$ cat src/ptle_pkg.sv
package ptle_pkg;

  localparam int unsigned TIMER_SLOTS_DEF = 16;

  localparam int unsigned ID_W    = 5;
  localparam int unsigned OWN_W   = 8;
  localparam int unsigned PER_W   = 35;
  localparam int unsigned DL_W    = 48;
  localparam int unsigned MS_W    = 24;
  localparam int unsigned TID_W   = 8;
  localparam int unsigned CNT_W   = 5;
  localparam int unsigned KIND_W  = 2;
  localparam int unsigned OP_W    = 3;
  // candidate id reaches at most TIMER_SLOTS
  localparam int unsigned CAND_W  = 7;
  localparam int unsigned USED_W  = 1 << ID_W;

  localparam logic [9:0]      US_PER_MS = 10'd1000;
  localparam logic [DL_W-1:0] DL_MAX    = {DL_W{1'b1}};

  typedef enum logic [OP_W-1:0] {
    OP_ADD     = 3'd0,
    OP_DEL_ID  = 3'd1,
    OP_DEL_OWN = 3'd2,
    OP_DEL_ALL = 3'd3,
    OP_TICK    = 3'd4
  } op_e;

  typedef enum logic [KIND_W-1:0] {
    K_ADD  = 2'd0,
    K_DEL  = 2'd1,
    K_FIRE = 2'd2,
    K_SUM  = 2'd3
  } kind_e;

  typedef enum logic [2:0] {
    ST_NOP = 3'd0,
    ST_WDL = 3'd1,
    ST_INS = 3'd2,
    ST_DEL = 3'd3,
    ST_CLR = 3'd4
  } st_op_e;

  typedef struct packed {
    logic [ID_W-1:0]  id;
    logic [OWN_W-1:0] own;
    logic [PER_W-1:0] per;
    logic [DL_W-1:0]  dl;
  } entry_t;

  typedef struct packed {
    st_op_e op;
    entry_t ent;
  } st_cmd_t;

endpackage

$ cat src/ptle_alu.sv
module ptle_alu (
  input  logic [ptle_pkg::DL_W-1:0]  add_a_i,
  input  logic [ptle_pkg::PER_W-1:0] add_b_i,
  input  logic [ptle_pkg::DL_W-1:0]  cmp_a_i,
  input  logic [ptle_pkg::DL_W-1:0]  cmp_b_i,
  output logic [ptle_pkg::DL_W-1:0]  sum_o,
  output logic                       lt_o
);
  import ptle_pkg::*;

  logic [DL_W:0] raw;

  assign raw   = {1'b0, add_a_i} + {{(DL_W + 1 - PER_W){1'b0}}, add_b_i};
  assign sum_o = raw[DL_W] ? DL_MAX : raw[DL_W-1:0];
  assign lt_o  = cmp_a_i < cmp_b_i;

endmodule

$ cat config.mk
export PLATFORM = sky130hd
export DESIGN_NAME = ptle_alu
export DESIGN_NICKNAME = d
export VERILOG_FILES = /design/src/ptle_pkg.sv /design/src/ptle_alu.sv
export SDC_FILE = /design/constraint.sdc
export NUM_CORES = 1
export LEC_CHECK = 0
export ABC_AREA = 1
export BUFFER_PORTS_ARGS = -buffer_cell sky130_fd_sc_hd__buf_2
export CORE_MARGIN = 2
export CORE_UTILIZATION = 46
export DETAILED_ROUTE_END_ITERATION = 10
export PLACE_DENSITY = 0.81
export SETUP_SLACK_MARGIN = 0.15
export SYNTH_ARGS = -nofsm -noshare
export SYNTH_HDL_FRONTEND = slang
export SYNTH_SLANG_ARGS = --single-unit
export TNS_END_PERCENT = 30
$ cat constraint.sdc
create_clock -name vclk -period 4.42
set_clock_uncertainty 0.15 [all_clocks]
set_input_delay 1.326 -clock vclk [all_inputs]
set_output_delay 1.326 -clock vclk [all_outputs]
set_load 0.05 [all_outputs]
==> After elaboration in Yosys (flattened, before gate mapping) <==
Cells that the tools add are included.
{ "word_totals": {"wordCells": 3, "register_bits": 0} }
{ "op_classes": {"n_lt_le_gt_ge": 1, "addsub": 1, "muxes": 1} }
{ "op_table": {"columns": ["op", "count"], "rows": [
  ["adder 48 x 35 -> 49 bit", 1],
  ["< comparator 48 bit", 1],
  ["two-way mux 48 bit", 1]
]} }

==> Depth between registers and ports, before layout <==
{ "depth": {"ltp_word": 2, "mapped_depth": 15} }

==> Worst setup path before layout <==
Ideal clock, no wire load.
{ "synth_timing": {"kind": "input -> output", "from": "input add_a_i[0] (netlist name)", "to": "output sum_o[33] (netlist name)", "path_slack_ns": -0.297, "cell_stages": 11, "arrival_time_ns": 3.241, "path_buffers": 1, "cell_sequence": "ha_1 > fa_1 > nand3_1 > nand3_2 > nand2_1 > nand2_2 > a21oi_2 > nor2_2 > nor2_2 > buf_2 > nand3_1"} }
{ "synth_via": {"elab_chain_cells": 2} }
{ "synth_lines": {"columns": ["item", "line", "source"], "rows": [
  ["start: declaration", "ptle_alu.sv:2", "input logic [ptle_pkg::DL_W-1:0] add_a_i,"],
  ["adder 48 x 35 -> 49 bit", "ptle_alu.sv:13", "assign raw = {1'b0, add_a_i} + {{(DL_W + 1 - PER_W){1'b0}}, add_b_i};"],
  ["two-way mux 48 bit", "ptle_alu.sv:14", "assign sum_o = raw[DL_W] ? DL_MAX : raw[DL_W-1:0];"],
  ["end: declaration", "ptle_alu.sv:6", "output logic [ptle_pkg::DL_W-1:0] sum_o,"]
]} }
Every way passes these cells.

==> Worst setup path after layout <==
{ "layout_timing": {"from": "input add_a_i[5] (netlist name)", "to": "output sum_o[36] (netlist name)"} }
The elaborated chain is that of the path after synthesis.

==> impl_metrics.csv <==
group,metric,value,unit
run_status,run_status,"finished with violations",
run_status,violations,"negative setup slack",
route,wirelength,25600,um
worst_hold_path,hp-start,"add_a_i[42]",
cells_and_area,nFillCells,628,
logic_synthesis,netlist_area,5090,um2
placed_design,dp_hpwl,17700,um
placed_design,place_inst,1531,
cells_and_area,antenna_cells,0,
logic_synthesis,ys.warnings.count,0,
logic_synthesis,ys_top_cells_by_area,"nand2_1, ha_1, inv_1",
sta,layout_setup_ws,-0.344,ns
cells_and_area,flops_and_latches,0,
route,drt_iter0_markers,683,
global_routing,grt_antenna_before_repair,0,
global_routing,grt_max_degree,13,
worst_hold_path,whs_path_depth,4,
cells_and_area,n_clock_buffer,0,
sta,max_slew.worst_pin.slew,0.532,ns
worst_hold_path,hold_path_class,"input pin to primary output",
global_routing,grt_pass1_wl,31800,um
setup_path,path_class,"input pin to primary output",
cells_and_area,drive_gt1_share,39.6,%
logic_synthesis,syn_nets,1288,
die,pin_count,228,
setup_path,cp-end-kind,"primary output",
clock_network,cts_hold_buf,0,
setup_path,cp.arrival,3.29,ns
worst_hold_path,hold-path-endpoint,"sum_o[42]",
setup_path,startpoint_type,"input pin",
die,rows,38,
power_and_ir_drop,p_clk_share,0,%
sta,period_needed,4.76,ns
die,die-width,109,um
route,num_vias,8422,
global_routing,grt-ovfl-total,0,
setup_path,cp_data_required_time,2.94,ns
power_and_ir_drop,combPwrFrac,100.0,%
logic_synthesis,yosys.area.top_type,"nand2_1",
cells_and_area,nets,1667,
die,core-area,10800,um2
placed_design,gp_congestion,1.03,
cells_and_area,register_area,0,um2
route,drc_errors,0,
placed_design,port_buffers,228,
setup_path,cp_max_fo,6,
sta,hold_viol,0,
sta,setup_viol,48,
global_routing,grt_util_all_layers,33.5,%
sta,fin_crit_sh,108,%
sta,tns,-15.52,ns
sta,relSlewSlack,64.3,%
die,dieHeight,109,um
power_and_ir_drop,peakVddDrop,145,uV
logic_synthesis,ys_top_cells_by_count,"nand2_1, inv_1, nor2_1, ha_1, nand3_1",
power_and_ir_drop,power.switching,0.916,mW
route,wl_per_cell,16.6,um
global_routing,grt_pass1_vias,7378,
logic_synthesis,yosysSeqAreaShare,0,%
cells_and_area,final_cells,1543,
logic_synthesis,synth_most_common_cell,"nand2_1",
route,antenna_left,0,
power_and_ir_drop,total_leakage_power,5.47,nW
power_and_ir_drop,pwr-share-seq,0,%
cells_and_area,syn_to_final_growth,80.6,%
logic_synthesis,synth_cell_types,27,
sta,fmax,210,MHz
sta,drv_slew,0,
sta,rsz0062_at_grt,"yes",
die,dieArea,11900,um2
logic_synthesis,synth_top_area_share,27.8,%
logic_synthesis,syn_inst,1026,
run,maxCapViolations,0,
power_and_ir_drop,p_sw_share,57.9,%
die,start_util,47.1,%
cells_and_area,multi_input_area,5230,um2
logic_synthesis,avgSynthCellArea,4.96,um2
route,vias_per_cell,5.46,
cells_and_area,post-route-util,85.1,%
power_and_ir_drop,internal_power,0.667,mW
route,firstDrtPassIters,6,
power_and_ir_drop,powerDensity,172,nW/um2
[stage by stage]
stage | worst slack, ns | power, mW | hold slack, ns | area (um2)
6_report | -0.344 | 1.58 | 2.99 | 9190
2_1_floorplan | -0.104 | 0.814 | 2.75 | 5550
4_1_cts | -0.250 | 1.39 | 2.93 | 8370
5_1_grt | -0.420 | 1.67 | 3.01 | 9190
3_3_place_gp | -0.321 | 1.25 | 2.98 | 7920
3_5_place_dp | -0.364 | 1.27 | 2.98 | 7920
[worst max-delay path, cell delays in order]
cell	delay, ns
buf_2	0.11
ha_1	0.36
nand2_1	0.09
nand2_1	0.08
nand2_1	0.09
nand2_1	0.10
inv_1	0.09
nand2_2	0.08
a21oi_4	0.14
nor2_4	0.07
nor2_4	0.15
buf_12	0.18
clkbuf_16	0.18
nand3_4	0.08
buf_8	0.15
[area by class of cell]
cell class	count	share of cell area, %
inverter	245	10.0
timing repair buffer	382	31.1
tap	140	1.91
multi-input combinational	776	57.0
[power by group through the flow]
stage                     sequential (mW)  clock, mW  combinational, mW
after floorplan                         0          0              0.814
after global placement                  0          0               1.25
after detailed placement                0          0               1.27
after CTS                               0          0               1.39
after global routing                    0          0               1.67
final                                   0          0               1.58
[how the worst max path moves through the flow]
stage | startpoint | to | depth (start not counted)
floorplan | add_a_i[0] | sum_o[2] | 12
global placement | add_a_i[0] | sum_o[24] | 13
detailed placement | add_a_i[0] | sum_o[24] | 13
CTS | add_a_i[0] | sum_o[44] | 14
global route | add_a_i[14] | sum_o[43] | 17
finish | add_a_i[5] | sum_o[36] | 15
[routing by layer]
| layer | vias to the layer above | global-route usage [%] | share of wire, % |
|---|---|---|---|
| met5 | - | 0 | 0 |
| met3 | 178 | 3.59 | 9.9 |
| met1 | 3759 | 37.2 | 34 |
| met2 | 601 | 63.4 | 48 |
| met4 | 0 | 14.7 | 7.3 |
| li1 | 3884 | - | - |
[layout by cell type (no fill, tap or decap), drive strengths merged]
cell    Yosys  routed
clkbuf      0       3
o21bai      2       2
nor2      102     102
nor4        3       3
or2         1       1
ha         82      82
o21ai      12      12
nor3        3       3
a31oi       1       1
nand3      80      80
clkinv      2       2
inv       243     243
nand2     402     402
buf         5     379
a211oi      1       1
o21a        1       1
nand4      18      18
xor2        2       2
a21oi      42      42
xnor2      23      23
fa          1       1
[repair_timing]
item | in CTS | in global routing
endpoints found under the setup margin | 49 | 49
gates resized for setup | 112 | 131
setup buffers | 3 | 5
pin swaps | 1 | 28
gates cloned | 1 | 3
[cells by family after synthesis]
group                    synth area share [%]
AO/OA/AOI/OAI                            6.17
XOR/XNOR                                 4.30
adder cells (fa/ha/maj)                  20.6
buffers and inverters                    18.9
AND/OR/NAND/NOR                          50.0
(Power assumes the default switching activity.)
