$ cat src/ptle_pkg.sv
package ptle_pkg;

  localparam int unsigned TIMER_SLOTS_DEF = 16;

  localparam int unsigned ID_W    = 5;
  localparam int unsigned OWN_W   = 8;
  localparam int unsigned PER_W   = 35;
  localparam int unsigned DL_W    = 48;
  localparam int unsigned MS_W    = 24;
  localparam int unsigned TID_W   = 8;
  localparam int unsigned CNT_W   = 5;
  localparam int unsigned KIND_W  = 2;
  localparam int unsigned OP_W    = 3;
  // candidate id reaches at most TIMER_SLOTS
  localparam int unsigned CAND_W  = 7;
  localparam int unsigned USED_W  = 1 << ID_W;

  localparam logic [9:0]      US_PER_MS = 10'd1000;
  localparam logic [DL_W-1:0] DL_MAX    = {DL_W{1'b1}};

  typedef enum logic [OP_W-1:0] {
    OP_ADD     = 3'd0,
    OP_DEL_ID  = 3'd1,
    OP_DEL_OWN = 3'd2,
    OP_DEL_ALL = 3'd3,
    OP_TICK    = 3'd4
  } op_e;

  typedef enum logic [KIND_W-1:0] {
    K_ADD  = 2'd0,
    K_DEL  = 2'd1,
    K_FIRE = 2'd2,
    K_SUM  = 2'd3
  } kind_e;

  typedef enum logic [2:0] {
    ST_NOP = 3'd0,
    ST_WDL = 3'd1,
    ST_INS = 3'd2,
    ST_DEL = 3'd3,
    ST_CLR = 3'd4
  } st_op_e;

  typedef struct packed {
    logic [ID_W-1:0]  id;
    logic [OWN_W-1:0] own;
    logic [PER_W-1:0] per;
    logic [DL_W-1:0]  dl;
  } entry_t;

  typedef struct packed {
    st_op_e op;
    entry_t ent;
  } st_cmd_t;

endpackage

$ cat src/ptle_store.sv
module ptle_store #(
  parameter int unsigned TIMER_SLOTS = ptle_pkg::TIMER_SLOTS_DEF,
  parameter int unsigned IXW = (TIMER_SLOTS > 1) ? $clog2(TIMER_SLOTS) : 1,
  parameter int unsigned CW  = $clog2(TIMER_SLOTS + 1)
) (
  input  logic               clk_i,
  input  logic               rst_ni,
  input  ptle_pkg::st_cmd_t  cmd_i,
  input  logic [IXW-1:0]     cmd_idx_i,
  input  logic [IXW-1:0]     rd_idx_i,
  output ptle_pkg::entry_t   rd_ent_o,
  output logic [CW-1:0]      count_o
);
  import ptle_pkg::*;

  entry_t        ent_q [TIMER_SLOTS];
  logic [CW-1:0] count_q;

  always_ff @(posedge clk_i) begin
    case (cmd_i.op)
      ST_WDL: ent_q[cmd_idx_i].dl <= cmd_i.ent.dl;
      ST_INS: begin
        ent_q[cmd_idx_i] <= cmd_i.ent;
        for (int j = 1; j < TIMER_SLOTS; j++) begin
          if (j > cmd_idx_i) ent_q[j] <= ent_q[j-1];
        end
      end
      ST_DEL: begin
        for (int j = 0; j + 1 < TIMER_SLOTS; j++) begin
          if (j >= cmd_idx_i) ent_q[j] <= ent_q[j+1];
        end
      end
      default: ;
    endcase
  end

  always_ff @(posedge clk_i or negedge rst_ni) begin
    if (!rst_ni) begin
      count_q <= '0;
    end else begin
      case (cmd_i.op)
        ST_INS:  count_q <= count_q + 1'b1;
        ST_DEL:  count_q <= count_q - 1'b1;
        ST_CLR:  count_q <= '0;
        default: ;
      endcase
    end
  end

  assign rd_ent_o = ent_q[rd_idx_i];
  assign count_o  = count_q;

endmodule

$ cat config.mk
export PLATFORM = sky130hd
export DESIGN_NAME = ptle_store
export DESIGN_NICKNAME = d
export VERILOG_FILES = /design/src/ptle_pkg.sv /design/src/ptle_store.sv
export SDC_FILE = /design/constraint.sdc
export NUM_CORES = 2
export LEC_CHECK = 0
export BUFFER_PORTS_ARGS = -buffer_cell sky130_fd_sc_hd__buf_2
export CORE_AREA = 2 2 371 373
export CTS_CLUSTER_DIAMETER = 60
export DETAILED_ROUTE_END_ITERATION = 7
export DIE_AREA = 0 0 373 375
export PLACE_DENSITY_LB_ADDON = 0.2
export SLEW_MARGIN = 25
export SYNTH_ARGS = -nofsm -noshare
export SYNTH_HDL_FRONTEND = slang
export SYNTH_SLANG_ARGS = --single-unit
$ cat constraint.sdc
create_clock -name clk_i -period 5.1 [get_ports clk_i]
set_input_delay 0.51 -clock clk_i [delete_from_list [all_inputs] [get_ports clk_i]]
set_output_delay 0.51 -clock clk_i [all_outputs]
set_load 0.1 [all_outputs]
==> After elaboration in Yosys (flattened, before gate mapping) <==
Memories as Yosys holds them, arrays and structs flattened.
Cells that the tools add are included.
{ "totals": {"elab_cells": 168, "memories": 1, "mem_bits_ro": 0, "ramBits": 1536, "ff_bits": 5, "latch_bits": 0} }
{ "op_classes": {"n_shift": 0, "div_mod_pow": 0, "n_reduce_logical": 2, "n_mux": 113, "add_sub_neg": 2, "n_lt_le_gt_ge": 30, "mul": 0, "bitwise_logic": 15, "eq_ne": 4} }
{ "mem_list": {"columns": ["name", "depth", "word_bits", "read_ports", "rd_clocked_by_memory_dff", "write_ports", "line", "rtl"], "rows": [
  ["ent_q", 16, 96, 17, 0, 16, "ptle_store.sv:16", "entry_t ent_q [TIMER_SLOTS];"]
]} }
{ "ops": {"columns": ["op", "n"], "rows": [
  ["$mux 96", 15],
  ["$reduce_or 96->1", 1],
  ["$mux 1", 94],
  ["$mux 48", 1],
  ["$gt 4x4->1 const A", 8],
  ["$ge 4x4->1 const A", 7],
  ["$ge 3x4->1 const A", 4],
  ["$gt 3x4->1 const A", 4],
  ["$or 1x1->1", 15],
  ["$pmux 5 s3", 1],
  ["$ge 1x4->1 const A", 2],
  ["$ge 2x4->1 const A", 2],
  ["$gt 2x4->1 const A", 2],
  ["$eq 3x2->1 const B", 2],
  ["$add 5x1->5 const B", 1],
  ["$sub 5x1->5 const B", 1],
  ["$gt 1x4->1 const A", 1],
  ["$mux 4", 1],
  ["$eq 3x1->1 const B", 1],
  ["$eq 3x3->1 const B", 1],
  ["$reduce_bool 3->1", 1],
  ["$mux 2", 1]
]} }

==> Longest topological paths before layout <==
{ "logic_depth": {"depth_word": 6, "mapped_depth": 9, "ltp_nobuf": 7} }

==> Worst setup path after synthesis <==
No wires, ideal clock.
{ "synth_path": {"path_kind": "input -> register", "startpoint": "input cmd_i[96] (netlist name)", "endpoint": "memory ent_q[14][0] (netlist name) (enable)", "n_path_buf": 1, "setup_ns": 0.620, "arrival_ns": 6.799, "setup_slack_ns": -2.318, "cell_stages": 4, "cell_sequence": "buf_1 > xor2_1 > nand2_1 > o311ai_0"} }
{ "synth_rtl": {"columns": ["element", "line", "rtl"], "rows": [
  ["start, declared", "ptle_store.sv:8", "input ptle_pkg::st_cmd_t cmd_i,"],
  ["end, declared", "ptle_store.sv:16", null]
]} }

==> summary.md <==
| Metric | Value |
|---|---|
| Outcome | `finished, final reports clean` |
| Layout cell share with drive strength beyond 1 | `15.9%` |
| Post-synth EDFFs | `1536` |
| Routed Antenna Nets | `0` |
| Max cap viols | `0` |
| Postcts setup bufs | `0` |
| Final instance area | `95900 um2` |
| Total GRT Usage | `39.3%` |
| DRT Pass-1 Iters | `8` |
| Util after Layout | `70.3%` |
| Largest fanout on the critical path | `53` |
| Minimum clock period | `3.53 ns` |
| Core ar. | `136000 um2` |
| Clock Tree Root | `clkbuf_16` |
| DR WL/cell | `29.8 um` |
| Number of global-route vias before repair | `65.7k` |
| Tot Pwr | `0.0316 W` |
| CP startpoint kind | `primary input` |
| Worst path arrival time | `3.02 ns` |
| Post-layout net count | `7527` |
| Initial Utilization | `64.4%` |
| Gate Count Post-Synth | `7614` |
| Layout Area Growth over Synthesis | `9.21%` |
| Final RePlAce weighted congestion | `0.852` |
| Post-route clock period utilization | `69.3%` |
| Max VDD drop | `0.297 mV` |
| RSZ-0062 raised after global routing | `no` |
| Setup crit end kind | `output pin` |
| Half-perimeter wire length after placement | `153000 um` |
| Post_cts resized | `0` |
| Count of final hold-check violations | `0` |
| Skew-Pair Late Insertion Delay | `0.82 ns` |
| Synth area leaders | `edfxtp_1 53%, mux2i_1 12%, mux4_2 9.9%` |
| Post-place setup slack | `1.16 ns` |
| Slew Viols, Final | `0` |
| Max_slew headroom | `19.1%` |
| Area share of the largest cell type after synthesis | `52.5%` |
| I/O Pins | `210` |
| Full die area | `140000 um2` |
| Leading area contributor after synthesis | `edfxtp_1` |
| Initial antenna violation count | `28` |
| Setup ws final | `1.57 ns` |
| Final setup fails | `0` |
| Drt drc | `0` |
| LEAKAGE | `37.0 nW` |
| Clock Path Buffers | `3` |
| DP Area | `90500 um2` |
| Row count | `136` |
| CTS tree | `built` |
| Fmax | `283 MHz` |
| Htree depth | `4` |
| Commonest non-fill, non-tap cell in the layout | `edfxtp_1` |
| Seq/Total Area, Yosys | `52.7%` |
| GR Overflow Total | `0` |
| Slew @ Worst Pin | `1.21 ns` |
| Power density cells | `329 nW/um2` |
| Cts bufs inserted | `167` |
| Dpl cells | `9035` |
| Finished Layout Cells | `9356` |
| Initial drt markers | `10.4k` |
| Final setup skew | `0.0396 ns` |
| YS warnings | `0` |
| Setup CP Type | `primary input to output pin` |
| Mapped Nets | `7727` |
| Synthesized cell area | `87800 um2` |
| Asr flop ratio synth | `0.324%` |
| Synth unique cells | `59` |
| Post-synth top flop | `edfxtp_1` |
| Vias per cell | `7.21` |
| First-pass GRT wire length | `414000 um` |
| Die Wd | `373 um` |
| Drt total wl | `278000 um` |
| Clock Sinks | `1541` |
| Hold WC Path Type | `primary input to asynchronous set/reset pin` |
| Fillers | `9419` |
| Syn_area_per_cell | `11.5 um2` |
| Most frequent cells in the layout | `1536 x edfxtp_1, 1351 x nand2_1, 1057 x mux2i_1, 668 x o21ai_0, 584 x nor2_1` |
| WP data required | `4.59 ns` |
| Clock Pin Slew Worst Setup and Hold Paths | `0.06 ns` |
| Via count | `67.5k` |
| Die height | `375 um` |
| Synthesized flop and latch total | `1541` |
| # port buffers | `209` |
| Largest net degree at the start of global routing | `194` |
timing repair:
action                                 in CTS  in global routing
hold buffers                                1                  0
setup endpoints to repair                   0                  0
endpoints found under the hold margin       5                  0
layer usage:
metal  up-vias  GRT usage, %  part of all wire (%)
met5         -             0                 0.060
met4        28          18.3                   5.1
met3       998          10.5                    15
met2      5364          59.3                    45
met1     32944          53.6                    35
li1      28140             -                     -
final timing paths:
path	startpoint	to	slack, ns	depth (start not counted)
setup / recovery	rd_idx_i[1]	rd_ent_o[3]	1.57	6
hold / removal	rst_ni	count_o[4]$_DFFE_PN0P_	0.11	2
setup reg to reg	count_o[2]$_DFFE_PN0P_	count_o[4]$_DFFE_PN0P_	3.19	5
hold reg to reg	ent_q[15][44]$_DFFE_PP_	ent_q[14][44]$_DFFE_PP_	0.54	2
max in group asynchronous	rst_ni	count_o[0]$_DFFE_PN0P_	4.80	2
min in group clk_i	cmd_i[97]	count_o[3]$_DFFE_PN0P_	0.21	2
through the flow:
| stage | TNS (ns) | hold slack (ns) |
|---|---|---|
| final | 0 | 0.110 |
| after global routing | 0 | 0.109 |
| after CTS | 0 | 0.0678 |
| after detailed placement | 0 | 0.370 |
| after global placement | 0 | 0.368 |
| after floorplan | -6.02 | 0.214 |
final cells by class:
class	count	area, um2	share of cell area, %
multi-input combinational	5329	39000	40.7
clock buffer	216	4530	4.73
timing repair buffer	368	3040	3.17
clock inverter	88	754	0.787
antenna	13	32.5	0.0339
inverter	7	31.3	0.0326
sequential	1541	46200	48.2
tap	1794	2240	2.34
cells by family (layout without fill, tap and decap cells):
kind of cell | Yosys count | in the layout | share of synthesized area, %
xor+xnor | 4 | 4 | 0.0399
compound gates | 1488 | 1488 | 9.38
mux | 1634 | 1634 | 24.4
buf+inv | 744 | 679 | 3.54
fa+ha+maj | 5 | 5 | 0.0770
flops | 1541 | 1541 | 52.7
other cells | 0 | 13 | 0
simple gates | 2198 | 2198 | 9.89
report_power, final:
| part | switching [W] | internal [W] |
|---|---|---|
| registers | 0.000371 | 0.0146 |
| clock network | 0.00530 | 0.00682 |
| logic | 0.00302 | 0.00140 |
synthesized netlist by cell type, types with 2 or more instances:
cell type	instances
a31oi_1	197
o211ai_1	2
buf_6	8
o21ai_0	673
or3_1	3
buf_2	153
o21a_1	2
or4_1	3
a21o_1	3
mux4_2	384
and2_1	5
dfrtp_1	5
a21oi_1	396
nor2_1	595
mux2_1	40
nand4bb_1	2
ha_1	3
buf_1	75
nand2b_1	7
nand2_1	1357
mux2i_1	1057
o311ai_0	3
nand3b_1	3
buf_4	17
xor2_1	2
inv_2	2
nor2b_1	4
a22oi_1	192
edfxtp_1	1536
xnor2_1	2
o31ai_1	2
mux2_2	153
nor3_1	6
clkbuf_1	484
inv_1	5
o21ai_1	11
nand3_1	200
state kept, by name, summed over array words and instances, names as in the netlist:
| register | count |
|---|---|
| ent_q | 1536 |
| count_o | 5 |
critical path, cell delays in order:
cell and delay, ns:
buf_8 0.49, buf_4 0.50, mux4_2 0.55, a22oi_1 0.19, nand2_1 0.29, buf_2 0.40
(Power assumes the default switching activity.)
